**src/rtl/clipped_color_key_blit_macros.svh**
```systemverilog
// Assertion macros shared by the blit RTL.
`ifndef CLIPPED_COLOR_KEY_BLIT_MACROS_SVH
`define CLIPPED_COLOR_KEY_BLIT_MACROS_SVH

// Same-cycle implication, disabled while reset is asserted.
`define CCKB_ASSERT_NOW(name, clk, rst_n, pre, post) \
    name: assert property (@(posedge clk) disable iff (!(rst_n)) (pre) |-> (post)) \
        else $error("blit assertion failed");

// Next-cycle implication, disabled while reset is asserted.
`define CCKB_ASSERT_NEXT(name, clk, rst_n, pre, post) \
    name: assert property (@(posedge clk) disable iff (!(rst_n)) (pre) |=> (post)) \
        else $error("blit assertion failed");

`endif

```
**src/rtl/cckb_pkg.sv**
```systemverilog
// Types and constants of the clipped color-key blit.
`timescale 1ns / 1ps

package cckb_pkg;

    // Largest source image dimension; sets the position counter width.
    localparam int MAX_DIM = 4096;
    localparam int CNT_W   = $clog2(MAX_DIM);

    // Field widths.
    localparam int DIM_W    = 13;
    localparam int PITCH_W  = 15;
    localparam int PIXEL_W  = 32;
    localparam int OFFSET_W = 26;
    localparam int BPP_SH   = 2;

    // Screen position width, signed, with room for the sum of offset and counter.
    localparam int SX_W  = ((CNT_W > DIM_W) ? CNT_W : DIM_W) + 2;
    // Width used to compare the next column against the wrap bounds.
    localparam int CMP_W = ((CNT_W + 1) > DIM_W) ? (CNT_W + 1) : DIM_W;
    // Width of the row times pitch product.
    localparam int PROD_W = DIM_W + PITCH_W;

    // Stream data widths, padded to whole bytes.
    localparam int IN_DATA_W  = 32;
    localparam int OUT_DATA_W = 64;

    // Configuration port.
    localparam int ADDR_W  = 5;
    localparam int APB_W   = 32;
    localparam int IDX_W   = 3;

    typedef enum logic [IDX_W-1:0] {
        REG_SCREEN_WIDTH  = 3'd0,
        REG_SCREEN_HEIGHT = 3'd1,
        REG_LINE_PITCH    = 3'd2,
        REG_IMAGE_X       = 3'd3,
        REG_IMAGE_Y       = 3'd4,
        REG_IMAGE_WIDTH   = 3'd5,
        REG_COLOR_KEY     = 3'd6,
        REG_KEY_ENABLE    = 3'd7
    } t_reg_idx;

    // Reset values of the registers.
    localparam logic [DIM_W-1:0]   RST_SCREEN_WIDTH  = 13'd640;
    localparam logic [DIM_W-1:0]   RST_SCREEN_HEIGHT = 13'd480;
    localparam logic [PITCH_W-1:0] RST_LINE_PITCH    = 15'd2560;
    localparam logic [DIM_W-1:0]   RST_IMAGE_WIDTH   = 13'd1;

endpackage

```
**src/rtl/clipped_color_key_blit.sv**
```systemverilog
// Clipped color-key blit: source pixels in, destination offsets and colors out.
`timescale 1ns / 1ps
`include "clipped_color_key_blit_macros.svh"

//  Channel   | Direction | Handshake            | Contents
//  s_axis    | in        | tvalid/tready        | tdata: pixel; tlast: last pixel
//  m_axis    | out       | tvalid/tready        | tdata: byte offset, color
//  apb       | in/out    | psel/penable/pready  | eight registers at 4*i
//
// One word is accepted per cycle when the output side keeps up.
// An accepted word passes through two registers on its way to m_axis: the first holds the
// clip and key decision, the second the offset from the row-by-pitch multiply.
// Clipped and keyed words produce nothing and leave no bubble.
// Synchronous active-low reset restores register defaults and clears the counters.
// A stall on m_axis fills the two stages and then drops s_axis_tready.

module clipped_color_key_blit (
    input  logic                                i_clk,
    input  logic                                i_rst_n,
    // Source stream.
    input  logic                                s_axis_tvalid,
    output logic                                s_axis_tready,
    input  logic [cckb_pkg::IN_DATA_W-1:0]      s_axis_tdata,   // [31:0] pixel
    input  logic                                s_axis_tlast,   // last pixel of image
    // Result stream.
    output logic                                m_axis_tvalid,
    input  logic                                m_axis_tready,
    output logic [cckb_pkg::OUT_DATA_W-1:0]     m_axis_tdata,   // [25:0] byte_offset,
                                                                // [57:26] color, rest 0
    // Configuration port.
    input  logic                                psel,
    input  logic                                penable,
    input  logic                                pwrite,
    input  logic [cckb_pkg::ADDR_W-1:0]         paddr,
    input  logic [cckb_pkg::APB_W-1:0]          pwdata,
    output logic [cckb_pkg::APB_W-1:0]          prdata,
    output logic                                pready
);
    import cckb_pkg::*;

    // Configuration registers.
    logic [DIM_W-1:0]        r_screen_width;
    logic [DIM_W-1:0]        r_screen_height;
    logic [PITCH_W-1:0]      r_line_pitch;
    logic signed [DIM_W-1:0] r_image_x;
    logic signed [DIM_W-1:0] r_image_y;
    logic [DIM_W-1:0]        r_image_width;
    logic [PIXEL_W-1:0]      r_color_key;
    logic                    r_key_enable;

    // Source position counters.
    logic [CNT_W-1:0] r_col;
    logic [CNT_W-1:0] r_row;
    logic [CNT_W-1:0] n_col;
    logic [CNT_W-1:0] n_row;

    // Decision stage.
    logic               r_s1_valid;
    logic [DIM_W-1:0]   r_s1_sx;
    logic [DIM_W-1:0]   r_s1_sy;
    logic [PIXEL_W-1:0] r_s1_pixel;

    // Output stage.
    logic                r_out_valid;
    logic [OFFSET_W-1:0] r_out_offset;
    logic [PIXEL_W-1:0]  r_out_color;

    logic                  w_in_fire;
    logic                  w_s1_adv;
    logic                  w_cfg_wr;
    t_reg_idx              w_idx;
    logic signed [SX_W-1:0] w_sx;
    logic signed [SX_W-1:0] w_sy;
    logic                  w_inside;
    logic                  w_keyed;
    logic [CMP_W-1:0]      w_next_col;
    logic                  w_wrap;
    logic [PROD_W-1:0]     w_prod;
    logic [PROD_W-1:0]     w_offset;

    // Handshakes: stage 1 moves on when the output register is free or draining.
    assign w_in_fire     = s_axis_tvalid & s_axis_tready;
    assign w_s1_adv      = r_s1_valid & (~r_out_valid | m_axis_tready);
    assign s_axis_tready = ~r_s1_valid | w_s1_adv;
    assign m_axis_tvalid = r_out_valid;
    assign m_axis_tdata  = {{(OUT_DATA_W - OFFSET_W - PIXEL_W){1'b0}}, r_out_color,
                            r_out_offset};

    // Configuration port decode.
    assign pready   = 1'b1;
    assign w_cfg_wr = psel & penable & pwrite & pready;
    assign w_idx    = t_reg_idx'(paddr[IDX_W+1:2]);

    always_comb begin
        case (w_idx)
            REG_SCREEN_WIDTH:  prdata = APB_W'(r_screen_width);
            REG_SCREEN_HEIGHT: prdata = APB_W'(r_screen_height);
            REG_LINE_PITCH:    prdata = APB_W'(r_line_pitch);
            REG_IMAGE_X:       prdata = APB_W'(r_image_x);
            REG_IMAGE_Y:       prdata = APB_W'(r_image_y);
            REG_IMAGE_WIDTH:   prdata = APB_W'(r_image_width);
            REG_COLOR_KEY:     prdata = APB_W'(r_color_key);
            REG_KEY_ENABLE:    prdata = APB_W'(r_key_enable);
            default:           prdata = '0;
        endcase
    end

    always_ff @(posedge i_clk) begin
        if (!i_rst_n) begin
            r_screen_width  <= RST_SCREEN_WIDTH;
            r_screen_height <= RST_SCREEN_HEIGHT;
            r_line_pitch    <= RST_LINE_PITCH;
            r_image_x       <= '0;
            r_image_y       <= '0;
            r_image_width   <= RST_IMAGE_WIDTH;
            r_color_key     <= '0;
            r_key_enable    <= 1'b0;
        end else if (w_cfg_wr) begin
            case (w_idx)
                REG_SCREEN_WIDTH:  r_screen_width  <= pwdata[DIM_W-1:0];
                REG_SCREEN_HEIGHT: r_screen_height <= pwdata[DIM_W-1:0];
                REG_LINE_PITCH:    r_line_pitch    <= pwdata[PITCH_W-1:0];
                REG_IMAGE_X:       r_image_x       <= signed'(pwdata[DIM_W-1:0]);
                REG_IMAGE_Y:       r_image_y       <= signed'(pwdata[DIM_W-1:0]);
                REG_IMAGE_WIDTH:   r_image_width   <= pwdata[DIM_W-1:0];
                REG_COLOR_KEY:     r_color_key     <= pwdata[PIXEL_W-1:0];
                REG_KEY_ENABLE:    r_key_enable    <= pwdata[0];
                default:           r_key_enable    <= r_key_enable;
            endcase
        end
    end

    // Screen position of the incoming word and the clip and key decision.
    assign w_sx = SX_W'(r_image_x) + SX_W'(signed'({1'b0, r_col}));
    assign w_sy = SX_W'(r_image_y) + SX_W'(signed'({1'b0, r_row}));
    assign w_inside = ~w_sx[SX_W-1] && (unsigned'(w_sx) < SX_W'(r_screen_width)) &&
                      ~w_sy[SX_W-1] && (unsigned'(w_sy) < SX_W'(r_screen_height));
    assign w_keyed  = r_key_enable && (s_axis_tdata[PIXEL_W-1:0] == r_color_key);

    // Next source position: wrap at the image width or the counter limit; a last word returns to the origin.
    assign w_next_col = CMP_W'(r_col) + CMP_W'(1);
    assign w_wrap     = (w_next_col >= CMP_W'(r_image_width)) ||
                        (w_next_col >= CMP_W'(MAX_DIM));

    always_comb begin
        n_col = r_col;
        n_row = r_row;
        if (s_axis_tlast) begin
            n_col = '0;
            n_row = '0;
        end else if (w_wrap) begin
            n_col = '0;
            n_row = (r_row == CNT_W'(MAX_DIM - 1)) ? '0 : r_row + CNT_W'(1);
        end else begin
            n_col = w_next_col[CNT_W-1:0];
        end
    end

    always_ff @(posedge i_clk) begin
        if (!i_rst_n) begin
            r_col <= '0;
            r_row <= '0;
        end else if (w_in_fire) begin
            r_col <= n_col;
            r_row <= n_row;
        end
    end

    // Decision register: only words that will be written are kept.
    always_ff @(posedge i_clk) begin
        if (!i_rst_n) begin
            r_s1_valid <= 1'b0;
        end else if (w_in_fire) begin
            r_s1_valid <= w_inside & ~w_keyed;
        end else if (w_s1_adv) begin
            r_s1_valid <= 1'b0;
        end
    end

    always_ff @(posedge i_clk) begin
        if (w_in_fire) begin
            r_s1_sx    <= w_sx[DIM_W-1:0];
            r_s1_sy    <= w_sy[DIM_W-1:0];
            r_s1_pixel <= s_axis_tdata[PIXEL_W-1:0];
        end
    end

    // Byte offset: row times pitch plus column times four, kept modulo the field width.
    assign w_prod   = PROD_W'(r_s1_sy) * PROD_W'(r_line_pitch);
    assign w_offset = w_prod + PROD_W'({r_s1_sx, {BPP_SH{1'b0}}});

    always_ff @(posedge i_clk) begin
        if (!i_rst_n) begin
            r_out_valid <= 1'b0;
        end else if (w_s1_adv) begin
            r_out_valid <= 1'b1;
        end else if (m_axis_tready) begin
            r_out_valid <= 1'b0;
        end
    end

    always_ff @(posedge i_clk) begin
        if (w_s1_adv) begin
            r_out_offset <= w_offset[OFFSET_W-1:0];
            r_out_color  <= r_s1_pixel;
        end
    end

    // A last word always returns the position to the image origin.
    `CCKB_ASSERT_NEXT(a_last_clears, i_clk, i_rst_n, w_in_fire && s_axis_tlast,
        r_col == '0 && r_row == '0)
    // A keyed word never reaches the decision register.
    `CCKB_ASSERT_NEXT(a_keyed_dropped, i_clk, i_rst_n, w_in_fire && w_keyed, !r_s1_valid)
    // Back pressure on the input only comes from a full decision stage behind a stalled output register.
    `CCKB_ASSERT_NOW(a_ready_src, i_clk, i_rst_n, !s_axis_tready,
        r_s1_valid && r_out_valid && !m_axis_tready)
    // A word inside the screen with keying off is always kept.
    `CCKB_ASSERT_NEXT(a_inside_kept, i_clk, i_rst_n, w_in_fire && w_inside && !r_key_enable,
        r_s1_valid)

endmodule
```
**config.mk**
```make
export PLATFORM = sky130hd
export DESIGN_NAME = clipped_color_key_blit
export DESIGN_NICKNAME = d
export VERILOG_FILES = /design/src/rtl/cckb_pkg.sv /design/src/rtl/clipped_color_key_blit.sv
export VERILOG_INCLUDE_DIRS = /design/src /design/src/rtl
export SDC_FILE = /design/constraint.sdc
export NUM_CORES = 1
export LEC_CHECK = 0
export BUFFER_PORTS_ARGS = -buffer_cell sky130_fd_sc_hd__buf_2
export CORE_ASPECT_RATIO = 0.9
export CORE_MARGIN = 2
export CORE_UTILIZATION = 35
export DETAILED_ROUTE_END_ITERATION = 8
export GPL_TIMING_DRIVEN = 0
export HOLD_SLACK_MARGIN = 0.1
export SETUP_SLACK_MARGIN = 0.3
export SLEW_MARGIN = 30
export SYNTH_ARGS = -nofsm -noshare
export SYNTH_HDL_FRONTEND = slang
export SYNTH_SLANG_ARGS = --single-unit
```
**constraint.sdc**
```tcl
create_clock -name i_clk -period 7.8 [get_ports i_clk]
set_clock_uncertainty 0.2 [all_clocks]
set_input_delay 2.34 -clock i_clk [delete_from_list [all_inputs] [get_ports i_clk]]
set_output_delay 2.34 -clock i_clk [all_outputs]
set_load 0.1 [all_outputs]
```
# Word-level counts from Yosys, hierarchy flattened
# Index checks and enable logic that the tools add are counted.
# classes
n_addsub	5
n_mul	1
order_cmp	4
n_eq_ne	9
muxes	10
bitwise	12
n_reduce_logical	18
# ops
operator	n
$pmux 32 s8	1
$mux 12	5
$eq 32x32->1	1
$lt 15x13->1	2
$add 13x13->14	2
$add 26x15->26	1
$mul 13x15->26	1
$reduce_and 2->1	9
$add 12x1->13 const B	1
$ge 13x13->1	1
$ge 13x13->1 const B	1
$add 12x1->12 const B	1
$eq 12x12->1 const B	1
$eq 3x3->1 const B	4
$eq 3x2->1 const B	2
$reduce_bool 2->1	3
$and 1x1->1	5
$not 1->1	5
$logic_and 1x1->1	4
$mux 1	4
$eq 3x1->1 const B	1
$logic_not 3->1	1
$or 1x1->1	2
$logic_or 1x1->1	1
# totals
regBits	255
out_inout_bits	99
wordCells	76

# Depth between registers and ports, before layout
# logic_depth
depth_word	7
depth_mapped	22

# Least setup slack after synthesis
# Ideal clock, no wire load.
# synth_path
path_kind	input port to output port
from	in paddr[3] in the netlist's numbering
to	out prdata[10] in the netlist's numbering
arrival_time_ns	4.924
required_ns	5.260
slack_ns	0.336
cell_stages	6
cell_sequence	clkbuf_1 -> clkbuf_1 -> mux2i_1 -> o22ai_1 -> a21oi_1 -> a31oi_1
# synth_between
elab_chain_len	2
elab_cells_between_ends	9
cone_classes	eq/ne (7); mux (1); reduce/logical (1)
# synth_lines
element	line	source
from (decl)	clipped_color_key_blit.sv:34	input logic [cckb_pkg::ADDR_W-1:0] paddr,
$eq 3x3->1 (tied with other cells)	clipped_color_key_blit.sv:95	case (w_idx)
$pmux 32 s8 (*)	clipped_color_key_blit.sv:95	
to (decl)	clipped_color_key_blit.sv:36	output logic [cckb_pkg::APB_W-1:0] prdata,
# Mark *: on every way between the ends. The rest lies on a longest branch, timed or not.

# Worst setup path after layout
# layout_path
from	in paddr[3] in the netlist's numbering
to	out prdata[8] in the netlist's numbering
# The elaborated chain is that of the path after synthesis.

==> results_dict.tcl <==
set metrics [dict create \
    setup_viol_count_final 0 \
    first_pass_iters 5 \
    synth_enable_flop_cells 116 \
    final_nets 2581 \
    synth.mux.area_fraction_pct 2.160 \
    vias 15180 \
    place_inst 2875 \
    drtAntennaViolNets 0 \
    drt-initial-drc-count 1532 \
    worstSetupEndpointType "primary output" \
    maxSlewHeadroom_pct 34.94 \
    synth_top_family_by_area "adder cells" \
    synth_compound_area_share_pct 11.41 \
    synthArstFlopShare_pct 0 \
    netlist_instances 2005 \
    drc_errors 0 \
    dp_hpwl_um 45730 \
    finalHoldViolations 0 \
    status "completed" \
    grt_pass1_vias 14871 \
    slew_viol_final 0 \
    grt_pass1_wl_um 86740 \
    cts_buffers 29 \
    clkSlewWorstSetupHoldPaths_ps 60 \
    max_cap_violations 0 \
    place.gp.congestion 0.9989 \
    tightest_slew_ps 968.5 \
    place_ws_ps 620.7 \
    design_area_um2 21600 \
    cts-root-buf "clkbuf_16" \
    syn2layout_area_growth_pct 15.05 \
    path_class "input pin to primary output" \
    cp_max_fo 10 \
    cts_buffer_depth 3 \
    cp.arrival_ps 4750 \
    chipWidth_um 248.1 \
    ios 176 \
    synthXorXnorAreaFrac_pct 4.013 \
    rows 80 \
    globalRouteTotalUtil_pct 20.52 \
    totalWireLength_um 57480 \
    max_freq_mhz 137.2 \
    r2r_cells 19 \
    ys_ff_latch 255 \
    cts_tree "built" \
    synthAdderAreaFrac_pct 25.86 \
    synth_ff_type "dfxtp_1" \
    synthDistinctLibCells 71 \
    start_util_pct 35.38 \
    fin_cells 2928 \
    setup_ws_ps 508.9 \
    die-height_um 223.7 \
    grt_max_degree 38 \
    drive_gt1_share_pct 11.47 \
    holdBufCountCts 0 \
    fin_crit_sh_pct 93.48 \
    most-common-layout-cells "nand2_1, inv_1, buf_2, a21oi_1, fa_1" \
    dpl_cell_area_um2 20600 \
    h-tree-depth 1 \
    fin_crit_ps 7291 \
    p_total_uw 3537 \
    vias_per_cell 5.184 \
    cts_resized 0 \
    grt_overflow 0 \
    syn_area_um2 18770 \
    coreArea_um2 53050 \
    rsz0062_at_grt "no" \
    antenna_cells 0 \
    clock-sinks 255 \
    yosysWarningCount 0 \
    die-area_um2 55500 \
    powerDensity_nw_per_um2 163.8 \
    antenna_found_initial 0 \
    whs_path_depth 0 \
    synthSimpleGateAreaFrac_pct 16.44 \
    cp.required_ps 5260 \
    hold_path_class "register to register" \
    wl_per_cell_um 19.63 \
    power.leakage_uw 0.009618 \
    layout_commonest_cell "nand2_1" \
    clock_latency_ps 570 \
    cts_setup_buffers 0 \
    fill_cells 5269 \
    cp-start-kind "input pin" \
    ys_seq_area_share_pct 33.38 \
    port_buffers 164 \
    syn_avg_cell_area_um2 9.362 \
    irDropWorstVdd_mv 0.2263 \
]
[power breakdown]
group | switching (uW) | total [uW] | internal, uW
logic | 461 | 624 | 163
clock network | 592 | 1440 | 847
registers | 22.6 | 1470 | 1450
total | 1080 | 3540 | 2460
[cell families after synthesis]
| group | after synthesis |
|---|---|
| other | 2 |
| AO/OA/AOI/OAI | 342 |
| XOR/XNOR | 86 |
| adder cells (fa/ha/maj) | 295 |
| AND/OR/NAND/NOR | 661 |
| multiplexers | 39 |
| flip-flops | 255 |
| buffers and inverters | 325 |
[routing by layer]
layer	part of all wire [%]	track usage (%)	vias to the layer above
li1	-	-	7082
met1	45	29.82	7442
met2	44	31.16	547
met3	7.6	3.163	109
met4	3.4	6.624	0
met5	0	0	-
[worst paths after layout]
kind                                      start               end  slack [ps]
worst max-delay path                   paddr[3]         prdata[8]         510
worst min-delay path             r_s1_pixel[11]   r_out_color[11]         220
worst max register to register  r_line_pitch[9]  r_out_offset[23]         720
worst min register to register   r_s1_pixel[11]   r_out_color[11]         220
[worst max-delay path, stage by stage]
cell and delay [ps]:
buf_2 160, clkbuf_1 440, clkbuf_1 540, mux2i_1 160, o211ai_1 380, o221a_2 270
buf_2 440
[cell type report]
cell class | instances | area (um^2) | area share [%]
multi-input combinational | 1430 | 11270 | 52.20
buffer | 95 | 397.9 | 1.842
tap | 697 | 872.1 | 4.038
clock inverter | 17 | 176.4 | 0.8169
sequential | 255 | 6266 | 29.02
inverter | 230 | 863.3 | 3.998
clock buffer | 36 | 823.3 | 3.812
timing repair buffer | 168 | 923.4 | 4.276
[through the flow]
stage               utilization, %  hold WS, ps  TNS, ps
global placement             38.61        200.8    -5259
global route                 40.71        221.6        0
finish                       40.71        216.7        0
detailed placement           38.82        204.5        0
CTS                          40.71        218.9        0
floorplan                        -        200.3        0
[sequential cells by signal (all words and copies together) (netlist names)]
name / cells
r_line_pitch: 15
r_row: 12
r_image_y: 13
m_axis_tvalid: 1
r_image_width: 13
r_key_enable: 1
r_screen_width: 13
r_image_x: 13
r_s1_sx: 13
r_col: 12
r_s1_valid: 1
r_color_key: 32
r_s1_sy: 13
r_out_color: 32
r_s1_pixel: 32
r_screen_height: 13
r_out_offset: 26
[cells in the mapped netlist, types with 6 or more instances]
cell type / number / share of area (%)
nor3_1: 10 / 0.27
buf_4: 7 / 0.28
nand3_1: 32 / 0.85
inv_1: 230 / 4.6
or4_1: 7 / 0.28
o211ai_1: 17 / 0.68
xnor2_1: 54 / 2.5
o221a_2: 6 / 0.36
ha_1: 140 / 9.3
o21ai_0: 40 / 1.1
clkbuf_1: 81 / 1.6
and2_1: 92 / 3.1
nor4_1: 10 / 0.33
mux2i_1: 36 / 1.9
and3_1: 19 / 0.63
a21o_1: 40 / 1.6
nor2_1: 74 / 1.5
o22ai_1: 7 / 0.23
edfxtp_1: 116 / 19
nand2b_1: 21 / 0.70
xor2_1: 32 / 1.5
a211oi_1: 8 / 0.32
a31oi_1: 6 / 0.20
o31ai_1: 7 / 0.28
fa_1: 155 / 17
nor2b_1: 10 / 0.33
nand4_1: 10 / 0.33
nand2_1: 353 / 7.1
a21oi_1: 164 / 4.4
dfxtp_1: 139 / 15
(Power assumes the default switching activity.)
